## config.mk

```make
export PLATFORM = sky130hd
export DESIGN_NAME = prun_ctrl
export DESIGN_NICKNAME = d
export VERILOG_FILES = /design/src/prun_pkg.sv /design/src/prun_ctrl.sv
export SDC_FILE = /design/constraint.sdc
export NUM_CORES = 1
export LEC_CHECK = 0
export BUFFER_PORTS_ARGS = -buffer_cell sky130_fd_sc_hd__buf_2
export CORE_ASPECT_RATIO = 1.4
export CORE_UTILIZATION = 30
export DETAILED_ROUTE_END_ITERATION = 10
export PLACE_DENSITY = 0.47
export SYNTH_ARGS = -nofsm -noshare
export SYNTH_HDL_FRONTEND = slang
export SYNTH_SLANG_ARGS = --single-unit
```

## constraint.sdc

```tcl
create_clock -name i_clk -period 5 [get_ports i_clk]
set_input_delay 0.5 -clock i_clk [delete_from_list [all_inputs] [get_ports i_clk]]
set_output_delay 0.5 -clock i_clk [all_outputs]
set_load 0.01 [all_outputs]
```

## src/prun_pkg.sv

```systemverilog
// shared constants, types and helpers for the page run allocator
// no dependencies
`timescale 1ns / 1ps
`default_nettype none

package prun_pkg;

    localparam int PAGE_SLOTS    = 16384;
    localparam int ADDR_W        = $clog2(PAGE_SLOTS);
    localparam int LEN_W         = ADDR_W + 1;
    localparam int IDX_W         = LEN_W + 2;
    localparam int SKIP_LIMIT    = 63;
    localparam int SKIP_W        = 6;
    localparam int REPAIR_WINDOW = 64;
    localparam int ENTRY_W       = 8;

    localparam logic [1:0] OP_ALLOC = 2'd0;
    localparam logic [1:0] OP_FREE  = 2'd1;
    localparam logic [1:0] OP_ADD   = 2'd2;
    localparam logic [1:0] OP_MARK  = 2'd3;

    localparam logic [1:0] STATUS_OK       = 2'd0;
    localparam logic [1:0] STATUS_NO_RUN   = 2'd1;
    localparam logic [1:0] STATUS_RANGE    = 2'd2;
    localparam logic [1:0] STATUS_ZERO_LEN = 2'd3;

    // entry bits 7:6
    localparam logic [1:0] PS_EXTERNAL    = 2'b00;
    localparam logic [1:0] PS_ALLOCATED   = 2'b01;
    localparam logic [1:0] PS_FREE_DIRTY  = 2'b10;
    localparam logic [1:0] PS_FREE_ZEROED = 2'b11;

    typedef struct packed {
        logic                  we;
        logic [ADDR_W-1:0]     waddr;
        logic [ENTRY_W-1:0]    wdata;
        logic [ADDR_W-1:0]     raddr;
    } t_ram_req;

    function automatic logic [SKIP_W-1:0] clamp_skip(input logic [LEN_W-1:0] v);
        logic [SKIP_W-1:0] r;
        if (v > LEN_W'(SKIP_LIMIT)) begin
            r = SKIP_W'(SKIP_LIMIT);
        end else begin
            r = v[SKIP_W-1:0];
        end
        return r;
    endfunction

endpackage

`default_nettype wire

```

## src/prun_ctrl.sv

```systemverilog
// sequencer: walks the page table through the ram, one entry per step
// depends on prun_pkg
`timescale 1ns / 1ps
`default_nettype none

module prun_ctrl import prun_pkg::*; (
    input  wire logic                 i_clk,
    input  wire logic                 i_rst_n,
    input  wire logic                 i_cfg_we,
    input  wire logic [ADDR_W-1:0]    i_cfg_data,
    input  wire logic                 i_in_valid,
    output logic                      o_in_stall,
    input  wire logic [1:0]           i_opcode,
    input  wire logic [ADDR_W-1:0]    i_start_page,
    input  wire logic [LEN_W-1:0]     i_run_length,
    input  wire logic                 i_zero_request,
    output logic                      o_out_valid,
    input  wire logic                 i_out_stall,
    output logic      [1:0]           o_status,
    output logic      [ADDR_W-1:0]    o_granted_page,
    output logic      [LEN_W-1:0]     o_dirty_count,
    output t_ram_req                  o_ram,
    input  wire logic [ENTRY_W-1:0]   i_rdata
);

    typedef enum logic [3:0] {
        S_CLEAR, S_IDLE, S_DECODE, S_LOOP, S_HEAD, S_RUN_RD, S_RUN,
        S_AL_RD, S_AL_WR, S_FREE_RD, S_FREE_WR, S_REP_RD, S_REP_WR,
        S_FILL, S_DONE
    } t_state;

    t_state              r_state;
    logic [ADDR_W-1:0]   r_clr;
    logic [ADDR_W-1:0]   r_scan_start;
    logic [ADDR_W-1:0]   r_scan_end;
    logic [1:0]          r_op;
    logic [ADDR_W-1:0]   r_start;
    logic [LEN_W-1:0]    r_len;
    logic                r_zr;
    logic [IDX_W-1:0]    r_i;
    logic [LEN_W-1:0]    r_k;
    logic [LEN_W-1:0]    r_cnt;
    logic [1:0]          r_status;

    logic [IDX_W-1:0]    n_run_last;
    logic [IDX_W-1:0]    n_run_addr;
    logic [LEN_W-1:0]    n_remain;
    logic [LEN_W-1:0]    n_range_end;
    logic [ADDR_W-1:0]   n_lim_dist;
    logic [SKIP_W-1:0]   n_lim;
    logic [SKIP_W-1:0]   n_skip;
    logic [1:0]          n_fill_state;

    assign n_skip      = i_rdata[SKIP_W-1:0];
    assign n_run_last  = r_i + IDX_W'(r_len) - IDX_W'(1);
    assign n_run_addr  = r_i + IDX_W'(r_k);
    assign n_remain    = r_len - LEN_W'(1) - r_k;
    assign n_range_end = LEN_W'(r_start) + r_k;
    assign n_lim_dist  = r_start - r_i[ADDR_W-1:0] - ADDR_W'(1);
    assign n_lim       = clamp_skip(LEN_W'(n_lim_dist));
    assign n_fill_state = (r_op == OP_ADD) ? PS_FREE_ZEROED : PS_EXTERNAL;

    assign o_in_stall = (r_state != S_IDLE);

    always_comb begin
        o_ram       = '0;
        o_ram.raddr = n_run_addr[ADDR_W-1:0];
        case (r_state)
            S_CLEAR: begin
                o_ram.we    = 1'b1;
                o_ram.waddr = r_clr;
            end
            S_AL_WR: begin
                o_ram.we    = 1'b1;
                o_ram.waddr = n_run_addr[ADDR_W-1:0];
                o_ram.wdata = {PS_ALLOCATED, clamp_skip(n_remain)};
            end
            S_FREE_RD: o_ram.raddr = n_range_end[ADDR_W-1:0];
            S_FREE_WR: begin
                o_ram.we    = (i_rdata[7:6] == PS_ALLOCATED);
                o_ram.waddr = n_range_end[ADDR_W-1:0];
                o_ram.wdata = {PS_FREE_DIRTY, SKIP_W'(0)};
            end
            S_REP_RD: o_ram.raddr = r_i[ADDR_W-1:0];
            S_REP_WR: begin
                o_ram.we    = (n_skip > n_lim);
                o_ram.waddr = r_i[ADDR_W-1:0];
                o_ram.wdata = {i_rdata[7:6], n_lim};
            end
            S_FILL: begin
                o_ram.we    = 1'b1;
                o_ram.waddr = n_range_end[ADDR_W-1:0];
                o_ram.wdata = {n_fill_state, clamp_skip(n_remain)};
            end
            default: ;
        endcase
    end

    always_ff @(posedge i_clk) begin
        if (!i_rst_n) begin
            r_state      <= S_CLEAR;
            r_clr        <= '0;
            r_scan_start <= '0;
            r_scan_end   <= '0;
            o_out_valid  <= 1'b0;
        end else begin
            if (i_cfg_we) begin
                r_scan_start <= i_cfg_data;
            end
            if (o_out_valid && !i_out_stall && r_state != S_DONE) begin
                o_out_valid <= 1'b0;
            end
            case (r_state)
                S_CLEAR: begin
                    r_clr <= r_clr + ADDR_W'(1);
                    if (r_clr == ADDR_W'(PAGE_SLOTS - 1)) begin
                        r_state <= S_IDLE;
                    end
                end
                S_IDLE: begin
                    if (i_in_valid) begin
                        r_op    <= i_opcode;
                        r_start <= i_start_page;
                        r_len   <= i_run_length;
                        r_zr    <= i_zero_request;
                        r_state <= S_DECODE;
                    end
                end
                S_DECODE: begin
                    r_cnt    <= '0;
                    r_k      <= '0;
                    r_status <= STATUS_OK;
                    r_i      <= IDX_W'(r_scan_start);
                    if (r_len == '0) begin
                        r_status <= STATUS_ZERO_LEN;
                        r_state  <= S_DONE;
                    end else if (r_op == OP_ALLOC) begin
                        r_state <= S_LOOP;
                    end else if ((LEN_W+1)'(r_start) + (LEN_W+1)'(r_len)
                                 > (LEN_W+1)'(PAGE_SLOTS)) begin
                        r_status <= STATUS_RANGE;
                        r_state  <= S_DONE;
                    end else if (r_op == OP_FREE) begin
                        r_state <= S_FREE_RD;
                    end else begin
                        if (r_op == OP_ADD) begin
                            r_scan_end <= r_start + r_len[ADDR_W-1:0] - ADDR_W'(1);
                        end
                        r_state <= S_FILL;
                    end
                end
                S_LOOP: begin
                    // the run must end at or before scan_end; also covers i past the end
                    r_k <= '0;
                    if (n_run_last > IDX_W'(r_scan_end)) begin
                        r_status <= STATUS_NO_RUN;
                        r_state  <= S_DONE;
                    end else begin
                        r_state <= S_HEAD;
                    end
                end
                S_HEAD: begin
                    if (!i_rdata[7]) begin
                        r_i     <= r_i + IDX_W'(n_skip) + IDX_W'(1);
                        r_state <= S_LOOP;
                    end else begin
                        r_k     <= r_len - LEN_W'(1);
                        r_state <= S_RUN_RD;
                    end
                end
                S_RUN_RD: r_state <= S_RUN;
                S_RUN: begin
                    if (!i_rdata[7]) begin
                        r_i     <= n_run_addr + IDX_W'(n_skip) + IDX_W'(1);
                        r_k     <= '0;
                        r_state <= S_LOOP;
                    end else if (r_k == '0) begin
                        r_state <= S_AL_RD;
                    end else begin
                        r_k     <= r_k - LEN_W'(1);
                        r_state <= S_RUN_RD;
                    end
                end
                S_AL_RD: r_state <= S_AL_WR;
                S_AL_WR: begin
                    if (r_zr && !i_rdata[6]) begin
                        r_cnt <= r_cnt + LEN_W'(1);
                    end
                    if (n_remain == '0) begin
                        r_state <= S_DONE;
                    end else begin
                        r_k     <= r_k + LEN_W'(1);
                        r_state <= S_AL_RD;
                    end
                end
                S_FREE_RD: r_state <= S_FREE_WR;
                S_FREE_WR: begin
                    if (n_remain != '0) begin
                        r_k     <= r_k + LEN_W'(1);
                        r_state <= S_FREE_RD;
                    end else if (r_start == '0) begin
                        r_state <= S_DONE;
                    end else begin
                        if (r_start > ADDR_W'(REPAIR_WINDOW)) begin
                            r_i <= IDX_W'(r_start - ADDR_W'(REPAIR_WINDOW));
                        end else begin
                            r_i <= '0;
                        end
                        r_state <= S_REP_RD;
                    end
                end
                S_REP_RD: r_state <= S_REP_WR;
                S_REP_WR: begin
                    if (n_lim_dist == '0) begin
                        r_state <= S_DONE;
                    end else begin
                        r_i     <= r_i + IDX_W'(1);
                        r_state <= S_REP_RD;
                    end
                end
                S_FILL: begin
                    if (n_remain == '0) begin
                        r_state <= S_DONE;
                    end else begin
                        r_k <= r_k + LEN_W'(1);
                    end
                end
                S_DONE: begin
                    if (!o_out_valid || !i_out_stall) begin
                        o_out_valid <= 1'b1;
                        o_status    <= r_status;
                        o_dirty_count <= r_cnt;
                        if (r_op == OP_ALLOC && r_status == STATUS_OK) begin
                            o_granted_page <= r_i[ADDR_W-1:0];
                        end else begin
                            o_granted_page <= '0;
                        end
                        r_state <= S_IDLE;
                    end
                end
                default: r_state <= S_IDLE;
            endcase
        end
    end

endmodule

`default_nettype wire

```

# Yosys cells after proc, flatten, opt, wreduce, memory -nomap -nowiden
# Index checks and enable logic that the tools add are counted.
# totals
regBits	159
elab_cells	159
# classes
add_sub_neg	21
order_cmp	6
n_eq_ne	35
muxes	46
bitwise_logic	4
reduce_logical	31
# op_table
cell	count
$pmux 15 s5	2
$mux 17	6
$mux 15	6
$pmux 17 s5	1
$pmux 4 s15	1
$add 17x1->17 const B	3
$logic_not 15->1	3
$add 17x15->17	2
$add 17x6->17	2
$mux 4	8
$pmux 8 s4	1
$add 15x1->15 const B	2
$pmux 15 s2	1
$sub 15x1->15 const B	2
$add 14x14->14	2
$eq 4x4->1 const B	7
$logic_not 14->1	2
$ne 2x2->1 const B	14
$pmux 14 s2	1
$sub 14x1->14 const B	2
$mux 3	7
$gt 17x14->1	1
$sub 17x1->17 const B	1
$add 14x15->16	1
other kinds (36)	65

# Depth between registers and ports, before layout
# Gate-level depths: netlist of run 1.
# logic_depth
word_depth	6
depth_mapped	22
mapped_depth_nobuf	22

# Worst setup path before layout of run 1
# Ideal clock, no wire load.
# synth_path
path_type	register -> register
from	reg r_len[5]
to	reg r_i[0] (enable)
setup_time_ns	0.416
arrival_ns	5.109
required_ns	4.584
slack_ns	-0.526
stages_incl_launch_ff	15
path_buffers	0
synth_period_minus_slack_ns	5.526
cell_sequence	edfxtp_1 nor4_1 nand3_2 nor2_1 xnor2_1 ha_1 nor3b_1 a221oi_1 o2111ai_1 or4_1 nor4_1 o311ai_1 nor4_4 a21oi_1 nor3b_1
# synth_between
elab_chain_len	5
# synth_lines
element	line_no	text
start: declaration	prun_ctrl.sv:38	logic [LEN_W-1:0] r_len;
start signal: assignment	prun_ctrl.sv:124	r_len <= i_run_length;
$sub 15x1->15	prun_ctrl.sv:57	assign n_remain = r_len - LEN_W'(1) - r_k;
$sub 15x15->15	prun_ctrl.sv:57	
$reduce_bool 15->1	prun_ctrl.sv:198	if (n_remain != '0) begin
$ne 2x2->1 (no line)	n/a	
$reduce_and 7->1 (no line)	n/a	
end signal: assignment	prun_ctrl.sv:174	r_i <= n_run_addr + IDX_W'(n_skip) + IDX_W'(1);
end signal: assignment	prun_ctrl.sv:205	r_i <= IDX_W'(r_start - ADDR_W'(REPAIR_WINDOW));
end signal: assignment	prun_ctrl.sv:217	r_i <= r_i + IDX_W'(1);
end: declaration	prun_ctrl.sv:40	logic [IDX_W-1:0] r_i;
# Every way passes these cells.
# A chain may end at the register's enable or synchronous reset.

==> results.yml, run 1 <==
cells_and_area:
  seqCellArea_sq_um: 4300
  nNetsFinal: 2238
  final_util_pct: 37.1
  multiInputGateArea_sq_um: 10300
  most-common-layout-cells: "nor2_1 (186), inv_1 (171), ha_1 (157)"
  layout_commonest_cell: "nor2_1"
  area_growth_pct: 21.3
  drive_gt1_share_pct: 18.9
  fillers: 5091
global_route:
  antenna_found_initial: 1
  grt.overflow.total: 0
  grt_pass1_wl_um: 90100
  grt_usage_pct: 23.9
  grt_pass1_vias: 14771
  grt_max_degree: 47
floorplanning:
  rows: 96
  die_h_um: 267
  ioPinCount: 129
  dieWidth_um: 191
  start_util_pct: 30.5
  die_area_sq_um: 51200
  core_area_sq_um: 49400
synth:
  seq_area_frac_synth_pct: 28.5
  netlist.area_leader.share_pct: 22.3
  synth_area_sq_um: 15100
  synth-edff-count: 112
  synthArstFlopShare_pct: 0
  synth_ff_type: "edfxtp_1"
  syn_area_per_cell_sq_um: 8.44
  synth.area.top_cells: "edfxtp_1 (22%), ha_1 (14%), xnor2_1 (6.4%)"
  synth_top_cell_by_area: "edfxtp_1"
  synth_nets: 2021
  synth_cells: 1786
  ys_ff_latch: 159
  ys_warn_count: 0
  ys_types: 82
hold_path:
  hold_class: "primary input to flip-flop"
pwr:
  fin_total_pwr_mw: 2.95
  cellPowerDensity_nw_per_um2: 161
  ir_worst_vdd_uv: 232
  leakage_nw: 7.54
timing:
  max_freq_ghz: 0.202
  drv_slew: 0
  hold_viol: 0
  fin_skew_ns: 0.0160
  slew_headroom_pct: 12.2
  setup_violations: 0
  tightestPinTransition_ns: 1.31
  finalSetupTns_ns: 0
  grt_setup_unrepaired: "true"
  finalCritPeriodShare_pct: 98.9
  period_needed_ns: 4.94
clock_network:
  clk_pin_slew_ns: 0.08
  clkSinkCount: 159
  clk_latency_ns: 0.48
  clock_path_buffers: 2
  cts_made_buffers: 17
  cts_hold_buffers: 0
  cts_tree: "yes"
  root_buffer: "clkbuf_16"
  htreeDepth: 4
detailed_routing:
  drc_errors: 0
  dr.pass1.iters: 5
  avgRoutedWirePerCell_um: 23.0
  ant_nets: 0
  drt_iter0_markers: 1004
  wirelength_um: 61100
  vias: 14522
  vias_per_cell: 5.47
job:
  drv_cap: 0
critical_path:
  cp-end-kind: "output port"
  required_ns: 4.50
  cp-start-kind: "flip-flop"
  crit_fanout: 6
  worstPathArrival_ns: 4.44
  worstSetupPathType: "flip-flop to output port"
placed_design:
  gp_congestion: 0.971
  io_buffers: 128
  hpwl_um: 49900
status:
  status: "completed"
==> final cells by class <==
class | count | area share, %
multi-input cells | 1391 | 56.3
flip-flops and latches | 159 | 23.5
repair buffers | 254 | 8.85
well taps | 637 | 4.36
inverters | 180 | 3.73
clock buffers | 18 | 2.35
clock inverters | 13 | 0.903
diodes | 1 | 0.0137
==> cells by family after synthesis <==
| logic type | share of synthesized area, % |
|---|---|
| adder cells (fa/ha/maj) | 15.1 |
| buffers and inverters | 5.94 |
| XOR/XNOR | 9.27 |
| multiplexers | 2.27 |
| AND/OR/NAND/NOR | 18.6 |
| AO/OA/AOI/OAI | 20.4 |
| flip-flops | 28.5 |
==> routing by layer <==
metal  vias up  track usage [%]  share of wire [%]  routed length [um]
li1       6949                -                  -                   -
met4         0             11.9                4.7                2850
met3       106             2.31                3.4                2070
met5         -                0                  0                   0
met2       420             45.0                 53               32400
met1      7047             26.2                 39               23700
==> metrics by stage <==
step | cell area (sq um) | std cells | hold WS, ns | worst slack [ns]
floorplan | 15100 | 1786 | 0.426 | 0.0546
global placement | 17100 | 2596 | 0.442 | 0.241
detailed placement | 17100 | 2596 | 0.453 | 0.128
CTS | 18000 | 2642 | 0.172 | -0.0263
global route | 18300 | 2653 | 0.182 | -0.138
finish | 18300 | 2653 | 0.189 | 0.0566
==> synth_stat cells (all sizes together) (18+ instances only) <==
master,instances
o221ai,32
o21ai,71
ha,167
dfxtp,47
inv,179
a21o,28
nand2,104
nor4,23
edfxtp,112
clkbuf,51
mux2i,32
nor2,197
a211oi,18
xor2,47
and2,21
nand3,69
xnor2,110
a21oi,110
nor3,58
==> report_power, final <==
part	internal [mW]	total [mW]	switching, mW
clock network	0.785	1.42	0.639
logic	0.0476	0.110	0.0623
registers	1.41	1.42	0.00960
==> what timing repair did <==
item,in CTS,in global routing
setup endpoints to repair,7,17
cloned,0,0
gates resized for setup,25,50
buffers inserted,15,10
pin swaps,22,27
==> worst paths after layout <==
kind	startpoint	to	slack [ns]	depth (start not counted)
max reg2reg	r_i[3]$_DFFE_PP_	r_state[1]$_SDFFE_PN0P_	0.19	19
min reg2reg	r_cnt[11]$_SDFFCE_PN0P_	o_dirty_count[11]$_DFFE_PP_	0.46	0
min	i_zero_request	r_zr$_DFFE_PP_	0.19	1
max	r_len[1]$_DFFE_PP_	o_ram[15]	0.06	17
==> state kept, by name, summed over array words and instances, names as in the netlist <==
signal,count
r_scan_start,14
r_zr,1
r_cnt,15
r_start,14
o_out_valid,1
r_op,2
r_k,15
r_i,17
o_granted_page,14
r_state,4
r_status,2
r_clr,14
o_status,2
o_dirty_count,15
r_scan_end,14
r_len,15
==> critical path: stages, from the launching register on <==
cell	delay, ns
edfxtp_1	0.43
inv_2	0.15
ha_1	0.23
buf_4	0.15
xor2_1	0.07
buf_4	0.15
ha_1	0.33
nor2b_1	0.24
o31a_1	0.21
buf_4	0.15
nor3_1	0.05
or4_4	0.55
nor4_4	0.20
o311ai_4	0.16
or3_4	0.46
nor2_2	0.14
o22ai_2	0.10
buf_2	0.19
No activity file was read; power rests on OpenSTA's default activity.
==> run 2: changes to the inputs <==
--- a/config.mk
+++ b/config.mk
@@ -7,9 +7,10 @@
 export LEC_CHECK = 0
 export BUFFER_PORTS_ARGS = -buffer_cell sky130_fd_sc_hd__buf_2
 export CORE_ASPECT_RATIO = 1.4
-export CORE_UTILIZATION = 30
+export CORE_UTILIZATION = 45
+export CTS_BUF_LIST = sky130_fd_sc_hd__clkbuf_8
 export DETAILED_ROUTE_END_ITERATION = 10
-export PLACE_DENSITY = 0.47
+export PLACE_DENSITY = 0.65
 export SYNTH_ARGS = -nofsm -noshare
 export SYNTH_HDL_FRONTEND = slang
 export SYNTH_SLANG_ARGS = --single-unit
==> constraint.sdc (replaced) <==
create_clock -name i_clk -period 5 [get_ports i_clk]
set_input_delay 0.5 -clock i_clk [delete_from_list [all_inputs] [get_ports i_clk]]
set_output_delay 0.5 -clock i_clk [all_outputs]
set_load 0.05 [all_outputs]
==> results.yml, run 2 (synthesized netlist as in run 1, its figures left out) <==
status:
  status: "finished, violations left"
  failed_checks: "setup timing"
timing:
  tightestPinTransition_ns: 1.27
  slew_headroom_pct: 15.1
  finalCritPeriodShare_pct: 102
  fin_ws_ns: -0.121
  setup_violations: 6
  grt_setup_unrepaired: "true"
  fin_skew_ns: 0.0232
  drv_slew: 0
  period_needed_ns: 5.12
  hold_viol: 0
  max_freq_ghz: 0.195
floorplanning:
  die_area_sq_um: 34300
  core_area_sq_um: 33100
  start_util_pct: 45.5
  ioPinCount: 129
  rows: 79
  dieWidth_um: 157
  die_h_um: 219
global_route:
  grt_pass1_wl_um: 82900
  grt.overflow.total: 0
  grt_pass1_vias: 14481
  grt_max_degree: 48
  grt_usage_pct: 32.6
  antenna_found_initial: 0
cells_and_area:
  diodes: 0
  multiInputGateArea_sq_um: 10200
  drive_gt1_share_pct: 17.8
  fillers: 3137
  seqCellArea_sq_um: 4300
  regMostFlops: "r_i"
  most-common-layout-cells: "nor2_1 (184), inv_1 (173), ha_1 (158)"
  finalNonFillerCells: 2435
  nNetsFinal: 2212
  area_growth_pct: 17.1
  layout_commonest_cell: "nor2_1"
  largest_register_ffs: 17
critical_path:
  slowest_delay_ns: 0.54
  crit_fanout: 6
  critical_path.cell_chain: "nor4_2 > buf_4 > nand4_1 > buf_4 > nor2_2 > xnor2_1 > ha_1 > nor3_1 > a22oi_2 > xor2_2 > or4_4 > nor4_4 > o311ai_2 > or3_4 > nor2_2 > o2bb2ai_2 > buf_6"
  required_ns: 4.50
  cp-start-kind: "flip-flop"
  path_delay_family: "simple AND/OR/NAND/NOR gates"
  crit_buf_inv: 3
  worstPathArrival_ns: 4.62
  cp-end-kind: "output port"
  slowest_stage: "or4_4"
  worstSetupPathType: "flip-flop to output port"
clock_network:
  clk_latency_ns: 0.54
  clkSinkCount: 159
  clock_path_buffers: 2
  cts_hold_buffers: 0
  htreeDepth: 4
  cts_tree: "yes"
  clk_pin_slew_ns: 0.12
  root_buffer: "clkbuf_8"
  cts_made_buffers: 17
detailed_routing:
  drc_errors: 0
  topRoutingLayerUsed: "met4"
  ant_nets: 0
  met1_length_um: 20100
  vias: 14719
  drt_iter0_markers: 1021
  met3_length_um: 3130
  avgRoutedWirePerCell_um: 22.8
  vias_per_cell: 6.04
  wirelength_um: 55500
  dr.pass1.iters: 7
  wl_met2_um: 28100
placed_design:
  io_buffers: 128
  gp_congestion: 0.986
  place_ws_ns: 0.0740
  dp.cells: 2380
  hpwl_um: 44700
pwr:
  leakage_nw: 7.35
  ir_worst_vdd_uv: 149
  cellPowerDensity_nw_per_um2: 146
hold_path:
  hold_class: "primary input to flip-flop"
job:
  drv_cap: 0
run 2: changes by cell type in the layout (fill, tap and decap cells not counted), moves of 7 or more:
cell and change:
buf_2 -7, buf_4 -19, clkbuf_8 +17, clkbuf_16 -17, clkinv_8 +9
run 2: what timing repair did:
item / CTS / global route
pin swaps: 18 / 7
buffers inserted: 10 / 13
endpoints found under the setup margin: 7 / 11
gates resized for setup: 26 / 51
run 2: worst paths after layout:
| check | startpoint | endpoint | slack (ns) | cells past startpoint |
|---|---|---|---|---|
| worst min register to register | r_scan_end[2]$_SDFFE_PN0P_ | r_scan_end[2]$_SDFFE_PN0P_ | 0.47 | 2 |
| worst max register to register | r_start[1]$_DFFE_PP_ | r_scan_end[2]$_SDFFE_PN0P_ | 0.34 | 15 |
| worst max-delay path | r_len[3]$_DFFE_PP_ | o_ram[14] | -0.12 | 17 |
| worst min-delay path | i_zero_request | r_zr$_DFFE_PP_ | 0.13 | 1 |
run 2: power breakdown:
| group | internal [mW] | total, mW | leakage [nW] | switching (mW) |
|---|---|---|---|---|
| registers | 1.40 | 1.41 | 1.42 | 0.00956 |
| clock network | 0.390 | 1.06 | 0.214 | 0.667 |
| logic | 0.0467 | 0.114 | 5.72 | 0.0678 |
run 2: cell type report:
type                    instances  area share, %
flip-flops and latches        159           24.4
inverters                     180           3.87
clock inverters                15           1.15
multi-input cells            1391           58.0
clock buffers                  17           1.32
repair buffers                228           8.16
well taps                     445           3.15
run 2: stage by stage:
| stage | instance area (sq um) | hold WS, ns | power, mW | setup TNS (ns) | utilization [%] |
|---|---|---|---|---|---|
| floorplan | 15100 | 0.426 | 1.50 | 0 | - |
| global placement | 16700 | 0.437 | 1.56 | 0 | 50.4 |
| detailed placement | 16700 | 0.456 | 1.56 | 0 | 50.4 |
| CTS | 17300 | 0.111 | 2.59 | -0.379 | 52.3 |
| global route | 17700 | 0.116 | 2.65 | -1.46 | 53.4 |
| finish | 17700 | 0.127 | 2.59 | -0.558 | 53.4 |
run 2: layer usage:
metal	vias to the layer above	track usage, %
met5	-	0
met4	0	24.0
met3	197	4.70
met2	633	58.6
met1	6993	34.4
li1	6896	-
==> run 3: changes to the inputs <==
--- a/config.mk
+++ b/config.mk
@@ -5,12 +5,12 @@
 export SDC_FILE = /design/constraint.sdc
 export NUM_CORES = 1
 export LEC_CHECK = 0
-export BUFFER_PORTS_ARGS = -buffer_cell sky130_fd_sc_hd__buf_2
 export CORE_ASPECT_RATIO = 1.4
 export CORE_UTILIZATION = 45
 export CTS_BUF_LIST = sky130_fd_sc_hd__clkbuf_8
 export DETAILED_ROUTE_END_ITERATION = 10
-export PLACE_DENSITY = 0.65
+export DONT_BUFFER_PORTS = 1
+export PLACE_DENSITY = 0.62
 export SYNTH_ARGS = -nofsm -noshare
 export SYNTH_HDL_FRONTEND = slang
 export SYNTH_SLANG_ARGS = --single-unit
==> results.yml, run 3 (synthesized netlist as in run 1, its figures left out) <==
status:
  status: "finished, violations left"
  failed_checks: "setup timing"
floorplanning:
  rows: 79
  core_area_sq_um: 33100
  start_util_pct: 45.5
  die_h_um: 219
  ioPinCount: 129
  die_area_sq_um: 34300
  dieWidth_um: 157
placed_design:
  dp.cells: 2294
  place_area_sq_um: 16500
  hpwl_um: 44200
  io_buffers: 0
  gp_congestion: 1.02
clock_network:
  clk_pin_slew_ns: 0.12
  cts_made_buffers: 17
  clock_path_buffers: 2
  cts_hold_buffers: 0
  htreeDepth: 4
  clkSinkCount: 159
  cts_tree: "yes"
  root_buffer: "clkbuf_8"
  clk_latency_ns: 0.54
pwr:
  ir_worst_vdd_uv: 152
  pwr-share-clk_pct: 42.3
  swShare_pct: 28.9
  leakage_nw: 7.05
  cellPowerDensity_nw_per_um2: 148
  p_switching_mw: 0.749
  pwr-share-comb_pct: 3.1
  p_seq_share_pct: 54.7
  p_int_mw: 1.84
detailed_routing:
  ant_nets: 0
  drt_iter0_markers: 1036
  vias: 14362
  wirelength_um: 55400
  vias_per_cell: 6.10
  drc_errors: 0
  avgRoutedWirePerCell_um: 23.5
  dr.pass1.iters: 5
critical_path:
  required_ns: 4.50
  crit_fanout: 4
  worstPathArrival_ns: 4.75
  cp-start-kind: "flip-flop"
  cp-end-kind: "output port"
  critical_path.cell_chain: "nor4_4 > buf_4 > nand3_2 > nor4_1 > xnor2_1 > ha_1 > nor3b_4 > a221oi_2 > o2111ai_1 > or4_1 > nor4_1 > o311ai_1 > or3_4 > buf_6 > nor2_4 > o22ai_2 > buf_6 > buf_12"
  worstSetupPathType: "flip-flop to output port"
  slowest_stage: "or4_1"
  slowest_delay_ns: 0.52
global_route:
  grt_pass1_wl_um: 83200
  grt_max_degree: 33
  grt.overflow.total: 0
  grt_pass1_vias: 14249
  antenna_found_initial: 0
  grt_usage_pct: 32.7
timing:
  period_needed_ns: 5.25
  finalCritPeriodShare_pct: 105
  fin_skew_ns: 0.0343
  fin_ws_ns: -0.247
  finalSetupTns_ns: -1.22
  holdWs_ns: 0.0563
  slew_headroom_pct: 22.8
  setup_violations: 6
  grt_setup_unrepaired: "true"
  max_freq_ghz: 0.191
  tightestPinTransition_ns: 1.15
  drv_slew: 0
  hold_viol: 0
hold_path:
  hold_class: "primary input to flip-flop"
job:
  drv_cap: 0
cells_and_area:
  nNetsFinal: 2130
  fillers: 3117
  finalNonFillerCells: 2354
  final_util_pct: 52.8
  final_design_area_no_fill_sq_um: 17500
  largest_register_ffs: 17
  area_growth_pct: 16.0
  most-common-layout-cells: "nor2_1 (187), inv_1 (165), ha_1 (159)"
  layout_commonest_cell: "nor2_1"
  drive_gt1_share_pct: 14.3
  regMostFlops: "r_i"
## run 3: cell count changes in the layout (fill, tap and decap cells not counted), moves of 6 or more
cell / change
inv_1: -8
buf_4: +27
nor2_2: -6
buf_2: -121
o21ai_1: +6
buf_12: +6
inv_2: +6
## run 3: routing by layer
layer,vias up,track usage [%],routed length (um)
li1,6728,-,-
met1,6875,34.5,20100
met2,591,58.9,28200
met3,168,5.51,3340
met4,0,22.5,3810
met5,-,0,0
## run 3: power groups by stage
stage / clock network [mW] / logic, mW / registers (mW)
4_1_cts: 1.11 / 0.0775 / 1.42
2_1_floorplan: 0 / 0.0625 / 1.44
6_report: 1.09 / 0.0790 / 1.42
5_1_grt: 1.15 / 0.0884 / 1.42
3_3_place_gp: 0 / 0.0755 / 1.45
3_5_place_dp: 0 / 0.0767 / 1.45
## run 3: what timing repair did
action                     CTS  global route
setup endpoints to repair    7            10
gates resized for setup     30            52
buffers inserted            13            15
pin swaps                   21            31
## run 3: metrics by stage
step                      power, mW  worst slack, ns
final                          2.59           -0.247
after global routing           2.66           -0.477
after CTS                      2.60           -0.276
after detailed placement       1.52           0.0172
after global placement         1.52            0.153
after floorplan                1.50           0.0546
## run 3: worst paths after layout
check             slack, ns  cells after the start                         end                       start
setup / recovery      -0.25                     18                   o_ram[16]          r_len[5]$_DFFE_PP_
hold / removal         0.06                      0        r_start[2]$_DFFE_PP_             i_start_page[2]
setup reg to reg       0.23                     19           r_i[10]$_DFFE_PP_          r_len[5]$_DFFE_PP_
hold reg to reg        0.47                      2  r_scan_end[2]$_SDFFE_PN0P_  r_scan_end[2]$_SDFFE_PN0P_
## run 3: critical path: cells and delay by family, from the launching register on
kind,cells,cell delay [ns]
AND/OR/NAND/NOR,8,1.99
buffers and inverters,4,0.63
AO/OA/AOI/OAI,4,0.61
flip-flops,1,0.44
adder cells (fa/ha/maj),1,0.41
XOR/XNOR,1,0.15
## run 3: final cells by class
cell class / count / area (sq um) / area share (%)
antenna: 1 / 2.50 / 0.0143
timing repair buffer: 146 / 1240 / 7.09
tap: 445 / 557 / 3.18
clock buffer: 17 / 234 / 1.34
inverter: 180 / 694 / 3.97
sequential: 159 / 4300 / 24.6
multi-input combinational: 1391 / 10200 / 58.6
clock inverter: 15 / 214 / 1.22
